**src/design/unique_value_list_table_defines.svh**
```systemverilog
// Assertion macros shared by the unique value list table RTL.
`ifndef UNIQUE_VALUE_LIST_TABLE_DEFINES_SVH
`define UNIQUE_VALUE_LIST_TABLE_DEFINES_SVH

`ifndef SYNTHESIS

// Property checked on every rising clock edge outside reset.
`define ULVT_ASSERT(lbl, prop, msg) \
  lbl: assert property (@(posedge clk_i) disable iff (!rst_ni) prop) else $error(msg);

// Condition that must never be true outside reset.
`define ULVT_ASSERT_NEVER(lbl, cond, msg) \
  lbl: assert property (@(posedge clk_i) disable iff (!rst_ni) !(cond)) else $error(msg);

`else

`define ULVT_ASSERT(lbl, prop, msg)

`define ULVT_ASSERT_NEVER(lbl, cond, msg)

`endif

`endif

```
**src/design/ulvt_pkg.sv**
```systemverilog
// Types and constants shared by the unique value list table modules.
`timescale 1ns / 1ps

package ulvt_pkg;

  localparam int DATA_W = 32;
  localparam int OP_W   = 3;
  localparam int POS_W  = 7;
  localparam int SIZE_W = 8;

  // Operation codes carried by an input word.
  typedef enum logic [OP_W-1:0] {
    OP_CLEAR  = 3'd0,
    OP_SIZE   = 3'd1,
    OP_READ   = 3'd2,
    OP_WRITE  = 3'd3,
    OP_SEARCH = 3'd4,
    OP_INSERT = 3'd5,
    OP_DELETE = 3'd6
  } ulvt_op_e;

  // Controller states.
  typedef enum logic [2:0] {
    ST_INIT,
    ST_IDLE,
    ST_EXEC,
    ST_RDATA,
    ST_SCAN,
    ST_SHIFT,
    ST_CLEAR
  } ulvt_state_e;

  // Kind of result word the datapath assembles.
  typedef enum logic [2:0] {
    RSP_FAIL,
    RSP_CLEAR,
    RSP_SIZE,
    RSP_READ,
    RSP_WRITE,
    RSP_SEARCH,
    RSP_INSERT,
    RSP_DELETE
  } ulvt_resp_e;

  // Input word.
  typedef struct packed {
    logic [OP_W-1:0]          opcode;
    logic signed [DATA_W-1:0] value;
    logic [POS_W-1:0]         position;
  } ulvt_in_t;

  // Result word.
  typedef struct packed {
    logic signed [DATA_W-1:0] data_out;
    logic [POS_W-1:0]         position_out;
    logic                     success;
    logic [SIZE_W-1:0]        size_out;
  } ulvt_out_t;

  // Commands from the controller to the datapath.
  typedef struct packed {
    logic       load;
    logic       walk;
    logic       shift_wr;
    logic       sweep;
    logic       rd_pos;
    logic       wr_pos;
    logic       ins;
    logic       del_fin;
    logic       clr_cnt;
    logic       resp;
    ulvt_resp_e resp_kind;
  } ulvt_cmd_t;

  // Status from the datapath to the controller.
  typedef struct packed {
    logic sweep_last;
    logic hit;
    logic scan_end;
    logic shift_end;
    logic full;
    logic pos_ok;
  } ulvt_stat_t;

endpackage

```
**src/design/ulvt_ctrl.sv**
```systemverilog
// Controller state machine of the unique value list table.
`timescale 1ns / 1ps
`include "unique_value_list_table_defines.svh"

module ulvt_ctrl
  import ulvt_pkg::*;
(
  input  logic            clk_i,
  input  logic            rst_ni,
  input  logic            start_i,
  input  logic [OP_W-1:0] opcode_i,
  input  ulvt_stat_t      stat_i,
  output ulvt_cmd_t       cmd_o,
  output logic            busy_o
);

  ulvt_state_e     state_q, state_d;
  logic [OP_W-1:0] op_q, op_d;

  // State and latched opcode.
  always_ff @(posedge clk_i or negedge rst_ni) begin
    if (!rst_ni) begin
      state_q <= ST_INIT;
      op_q    <= OP_CLEAR;
    end else begin
      state_q <= state_d;
      op_q    <= op_d;
    end
  end

  // Next state.
  always_comb begin
    state_d = state_q;
    op_d    = op_q;
    case (state_q)
      ST_INIT: begin
        if (stat_i.sweep_last) state_d = ST_IDLE;
      end
      ST_IDLE: begin
        if (start_i) begin
          op_d = opcode_i;
          case (opcode_i)
            OP_CLEAR:  state_d = ST_CLEAR;
            OP_SEARCH: state_d = ST_SCAN;
            OP_INSERT: state_d = ST_SCAN;
            OP_DELETE: state_d = ST_SCAN;
            default:   state_d = ST_EXEC;
          endcase
        end
      end
      ST_EXEC: begin
        if (op_q == OP_READ && stat_i.pos_ok) state_d = ST_RDATA;
        else state_d = ST_IDLE;
      end
      ST_RDATA: begin
        state_d = ST_IDLE;
      end
      ST_SCAN: begin
        if (stat_i.hit) begin
          state_d = (op_q == OP_DELETE) ? ST_SHIFT : ST_IDLE;
        end else if (stat_i.scan_end) begin
          state_d = ST_IDLE;
        end
      end
      ST_SHIFT: begin
        if (stat_i.shift_end) state_d = ST_IDLE;
      end
      ST_CLEAR: begin
        if (stat_i.sweep_last) state_d = ST_IDLE;
      end
      default: begin
        state_d = ST_IDLE;
      end
    endcase
  end

  // Commands to the datapath.
  always_comb begin
    cmd_o = '0;
    case (state_q)
      ST_INIT: begin
        cmd_o.sweep = 1'b1;
      end
      ST_IDLE: begin
        cmd_o.load = start_i;
      end
      ST_EXEC: begin
        case (op_q)
          OP_SIZE: begin
            cmd_o.resp      = 1'b1;
            cmd_o.resp_kind = RSP_SIZE;
          end
          OP_READ: begin
            if (stat_i.pos_ok) begin
              cmd_o.rd_pos = 1'b1;
            end else begin
              cmd_o.resp      = 1'b1;
              cmd_o.resp_kind = RSP_FAIL;
            end
          end
          OP_WRITE: begin
            cmd_o.resp = 1'b1;
            if (stat_i.pos_ok) begin
              cmd_o.wr_pos    = 1'b1;
              cmd_o.resp_kind = RSP_WRITE;
            end else begin
              cmd_o.resp_kind = RSP_FAIL;
            end
          end
          default: begin
            cmd_o.resp      = 1'b1;
            cmd_o.resp_kind = RSP_FAIL;
          end
        endcase
      end
      ST_RDATA: begin
        cmd_o.resp      = 1'b1;
        cmd_o.resp_kind = RSP_READ;
      end
      ST_SCAN: begin
        cmd_o.walk = 1'b1;
        if (stat_i.hit) begin
          case (op_q)
            OP_SEARCH: begin
              cmd_o.resp      = 1'b1;
              cmd_o.resp_kind = RSP_SEARCH;
            end
            OP_INSERT: begin
              cmd_o.resp      = 1'b1;
              cmd_o.resp_kind = RSP_FAIL;
            end
            default: begin
              // Delete goes on to close the gap.
              cmd_o.resp = 1'b0;
            end
          endcase
        end else if (stat_i.scan_end) begin
          cmd_o.resp = 1'b1;
          if (op_q == OP_INSERT && !stat_i.full) begin
            cmd_o.ins       = 1'b1;
            cmd_o.resp_kind = RSP_INSERT;
          end else begin
            cmd_o.resp_kind = RSP_FAIL;
          end
        end
      end
      ST_SHIFT: begin
        cmd_o.walk     = 1'b1;
        cmd_o.shift_wr = 1'b1;
        if (stat_i.shift_end) begin
          cmd_o.del_fin   = 1'b1;
          cmd_o.resp      = 1'b1;
          cmd_o.resp_kind = RSP_DELETE;
        end
      end
      ST_CLEAR: begin
        cmd_o.sweep = 1'b1;
        if (stat_i.sweep_last) begin
          cmd_o.clr_cnt   = 1'b1;
          cmd_o.resp      = 1'b1;
          cmd_o.resp_kind = RSP_CLEAR;
        end
      end
      default: begin
        cmd_o = '0;
      end
    endcase
  end

  assign busy_o = (state_q != ST_IDLE);

  // A result is issued once per word and never back to back.
  `ULVT_ASSERT(a_resp_single, cmd_o.resp |=> !cmd_o.resp, "result issued twice in a row")

endmodule

```
**config.mk**
```make
export PLATFORM = sky130hd
export DESIGN_NAME = ulvt_ctrl
export DESIGN_NICKNAME = d
export VERILOG_FILES = /design/src/design/ulvt_pkg.sv /design/src/design/ulvt_ctrl.sv
export VERILOG_INCLUDE_DIRS = /design/src /design/src/design
export SDC_FILE = /design/constraint.sdc
export NUM_CORES = 1
export LEC_CHECK = 0
export ABC_AREA = 1
export BUFFER_PORTS_ARGS = -buffer_cell sky130_fd_sc_hd__buf_2
export CAP_MARGIN = 0
export CORE_MARGIN = 2
export CORE_UTILIZATION = 41
export CTS_CLUSTER_SIZE = 10
export DETAILED_ROUTE_END_ITERATION = 8
export PLACE_DENSITY = 0.77
export SLEW_MARGIN = 0
export SYNTH_ARGS = -nofsm -noshare
export SYNTH_HDL_FRONTEND = slang
export SYNTH_SLANG_ARGS = --single-unit
export TNS_END_PERCENT = 5
```
**constraint.sdc**
```tcl
create_clock -name clk_i -period 1 [get_ports clk_i]
set_input_delay 0.1 -clock clk_i [delete_from_list [all_inputs] [get_ports clk_i]]
set_output_delay 0.1 -clock clk_i [all_outputs]
set_load 0.01 [all_outputs]
```
### After elaboration in Yosys (flattened, before gate mapping)

Cells that the tools add are included.

* add/subtract/negate cells: 0
* $mul: 0
* divide/modulo/power cells: 0
* order comparisons: 0
* equality and inequality tests: 20
* shifts and indexed selects: 0
* muxes and demuxes: 35
* bitwise gates (word level): 0
* reduce and logical (&&, ||, !) cells: 11

Operators by type and width (count)
* equality test 3 bit (second input constant): 9
* 2-to-1 mux 3 bit: 9
* one-hot mux 4 bit (5 select lines): 1
* 2-to-1 mux 4 bit: 4
* 2-to-1 mux 1 bit: 15
* one-hot mux 3 bit (5 select lines): 1
* equality test 3 x 2 -> 1 bit (second input constant): 4
* one-hot mux 4 bit (3 select lines): 1
* equality test 3 x 1 -> 1 bit (second input constant): 2
* logical NOT 3 bit: 2
* one-hot mux 3 bit (2 select lines): 1
* OR reduction 2 bit: 3
* 2-to-1 mux 5 bit: 1
* 2-to-1 mux 2 bit: 2
* != test 2 bit (second input constant): 2
* AND reduction 4 bit: 1
* != test 3 x 1 -> 1 bit (second input constant): 1
* != test 3 bit (second input constant): 1
* OR reduction 3 bit: 1
* logical AND 1 bit: 2
* != test 2 x 1 -> 1 bit (second input constant): 1
* AND reduction 2 bit: 1
* logical NOT 1 bit: 1

* register bits after elaboration: 6
* bits in latches: 0
* RAM bits: 0
* bits in read-only memories: 0
* bits of input ports: 12
* logic and storage cells: 68
* memories kept: 0

### Longest topological paths before layout

* depth in word-level cells: 6
* gate-level depth with buffers: 9
* gate-level depth less buffers: 8

### Worst setup path after synthesis

Ideal clock, no wire load.

* path type: reg2out
* start: reg state_q[1]
* end: out cmd_o[0] (netlist name)
* arrival time: 1.172 ns
* path slack: -0.272 ns
* stages on the path, launching flop included: 8
* cells stage by stage: dfrtp_1 inv_1 nand3_1 nor2_1 inv_1 o21ai_2 nor2_1 o21ai_0

RTL lines
* start, declared: RTL line ulvt_ctrl.sv:17 `ulvt_state_e state_q, state_d;`
* start signal, assigned: RTL line ulvt_ctrl.sv:26 `state_q <= state_d;`
* end, declared: RTL line ulvt_ctrl.sv:13 `output ulvt_cmd_t cmd_o,`

==> summary.md <==
| Metric | Value |
|---|---|
| CTS tree | done |
| Min Tclk post-route | 1533 ps |
| Kind of end point of the critical path | output port |
| Slew margin rel. | 0.8260 |
| Nets | 169 |
| Critical Path Start | state_q[2]$_DFFE_PN0P_ |
| Syn Nets | 117 |
| Crit-path cells | buf_4, nand2_2, inv_2, nand4_1, nand3_2, buf_6 |
| Starting Density | 0.4465 |
| Fin util | 0.8096 |
| Yosys reg bits | 6 |
| Data arrival time of the worst path | 1430 ps |
| Via-to-Cell Ratio | 5.111 |
| Met2 Use GR | 0.4656 |
| CP max stage delay | 470 ps |
| # clock sinks | 6 |
| Worst R2R Path Depth | 8 |
| Period utilization | 1.533 |
| Max Slew Vio Count | 0 |
| Final Skew | 9.893 ps |
| Power after layout | 0.003004 W |
| Vias in the first global route | 854 |
| Lkg Pwr | 0.6337 nW |
| GR Util met1 | 0.2656 |
| H-tree Lvls | 1 |
| TritonCTS Buffers | 3 |
| Total GRT Usage | 0.2496 |
| Synthesized cell area | 595.6 sq um |
| Reg2reg setup slack | -330 ps |
| Pre-antenna DRT Iters | 4 |
| GRT busiest layer | met2 |
| Max FO, Critical Path | 5 |
| Reg clk slew, reported paths | 50 ps |
| Synth-to-layout area growth | 81.30% |
| Crit path capture | cmd_o[2] |
| Synth Instances | 105 |
| Max Cap Viol | 0 |
| Grt ovf | 0 |
| # fillers | 106 |
| Diode count | 0 |
| Area of the multi-input gates | 452.9 sq um |
| Io pins | 26 |
| Highest ir drop seen on vdd | 1.810 mV |
| HP Class | input port to flop |
| Slack of the critical path | -532.8 ps |
| RSZ-0062 raised after global routing | true |
| DRC | 0 |
| Register Area | 153.9 sq um |
| Num rows | 13 |
| Synthesis Warnings | 0 |
| Synth unique cells | 15 |
| Clk root buf | clkbuf_4 |
| Failing checks | negative setup slack |
| IO Port Bufs | 25 |
| Detailed placer's ending HPWL | 1.562 mm |
| Longest Clk Path Bufs | 2 |
| Synthesized area per cell | 5.672 sq um |
| PwrDens | 2782 mW/mm^2 |
| Largest net degree at the start of global routing | 8 |
| CP max-delay cell | dfrtp_2 |
| Mean routed wirelength per cell | 12.25 microns |
| Die Footprint | 0.001774 sq mm |
| Placed Cells | 161 |
| RR Endpoint | state_q[0]$_DFFE_PN0P_ |
| Critical R2R Launch | state_q[2]$_DFFE_PN0P_ |
| Initial antenna violation count | 0 |
| Critical Path RT | 900 ps |
| Crit path launch type | flop |
| Antenna Nets Post-Route | 0 |
| Iter 0 DRT Violations | 11 |
| Fmax achieved | 652.4 MHz |
| Hold slack | 148.6 ps |
| Vias | 874 |
| Tightest Pin Transition | 260.7 ps |
| Worst Path Class, Setup | flop to output port |
| WL final | 2.094 mm |
| Grt met3 use | 0.07328 |
| Placer Congestion | 0.8469 |
| First-pass GRT wire length | 3.443 mm |
| Die height | 42.12 microns |
| Finished Layout Cells | 171 |
| Die width | 42.12 microns |
| Number of setup violations in the final report | 20 |
| Layout cells sized above 1 | 0.5256 |
| Status | complete, but fails checks |
| Core area | 0.001334 sq mm |
| Clk_lat worst skew | 260 ps |
| Seq/Total Area, Yosys | 0.2521 |
| Hold Vio Cnt, Final | 0 |
| Pre-CTS setup slack | -288.3 ps |
==> sequential cells by signal, indices dropped and copies added, names as in the netlist <==
register and count:
op_q 3, state_q 3
==> placed cells by master (no fill, tap or decap) <==
cell           count
dfrtp_2            3
clkbuf_4           3
a21oi_2            1
o21ai_4            1
dlygate4sd3_1      1
inv_6              1
nand2_4            1
clkbuf_1           1
buf_2             20
nand2_2            4
nor3_4             1
inv_2              4
nor2_1            14
nand3_2            4
nor2_2             4
a21oi_1            4
nand3_4            2
nor2_4             2
inv_1             14
o21ai_2            2
nand2_1           22
inv_4              2
buf_6              7
nand4_1            4
buf_4             20
nand3_1            6
dfrtp_1            3
o21ai_0            5
==> critical path: cells and delay by family (launching register included) <==
kind | cells | cell delay, ps
flip-flops | 1 | 470
AND/OR/NAND/NOR | 3 | 370
buffers and inverters | 3 | 340
==> metal layers <==
layer | part of all wire | up-vias
li1 | - | 435
met1 | 0.38 | 402
met2 | 0.54 | 31
met3 | 0.054 | 6
met4 | 0.024 | 0
met5 | 0 | -
==> report_power, final <==
part / switching, W / internal (W) / leakage, nW
logic: 0.00113 / 0.00106 / 0.547
clock network: 0.000106 / 0.000152 / 0.0150
registers: 0.000188 / 0.000369 / 0.0714
total: 0.00142 / 0.00158 / 0.634
==> cell type report <==
| cell class | instances | share of cell area |
|---|---|---|
| Inverter | 21 | 0.08227 |
| Tap cell | 15 | 0.01738 |
| Clock buffer | 4 | 0.02433 |
| Sequential cell | 6 | 0.1425 |
| Multi-Input combinational cell | 77 | 0.4195 |
| Timing Repair Buffer | 48 | 0.3140 |
==> metrics by stage <==
stage               setup TNS [ps]  instance area, sq um
finish                       -7406                  1080
CTS                          -7207                  1037
global route                 -8846                  1080
global placement             -3249                 914.6
detailed placement           -3860                 914.6
floorplan                    -1302                 654.4
==> cell usage after synthesis <==
cell,instances,share of area
nand2_1,26,0.16
inv_1,20,0.13
nor2_1,19,0.12
nand3_1,10,0.084
o21ai_0,7,0.059
dfrtp_1,6,0.25
a21oi_1,5,0.042
nand4_1,4,0.042
nand3_2,2,0.034
buf_6,1,0.019
inv_2,1,0.0063
nand2_2,1,0.011
nor2_2,1,0.011
nor3_2,1,0.017
o21ai_2,1,0.015
==> cells by family (layout without fill, tap and decap cells) <==
| logic type | Yosys count | in the layout | share of synthesized area |
|---|---|---|---|
| buf+inv | 22 | 73 | 0.1512 |
| flops | 6 | 6 | 0.2521 |
| simple gates | 64 | 64 | 0.4811 |
| compound gates | 13 | 13 | 0.1155 |
==> worst min path at each step <==
stage	from	end	slack, ps	cells past startpoint
global placement	rst_ni	state_q[0]$_DFFE_PN0P_	-70	1
floorplan	rst_ni	op_q[0]$_DFFE_PN0P_	-200	0
finish	opcode_i[2]	op_q[2]$_DFFE_PN0P_	150	3
CTS	opcode_i[2]	op_q[2]$_DFFE_PN0P_	160	3
detailed placement	rst_ni	state_q[0]$_DFFE_PN0P_	-60	1
global route	opcode_i[2]	op_q[2]$_DFFE_PN0P_	190	3
==> what timing repair did <==
action / in CTS / in global routing
hold endpoints to repair: 6 / 0
hold buffers: 1 / 0
resized for setup: 13 / 9
pin swaps: 8 / 5
setup buffers: 4 / 1
setup endpoints to repair: 20 / 20
No activity file was read; power rests on OpenSTA's default activity.
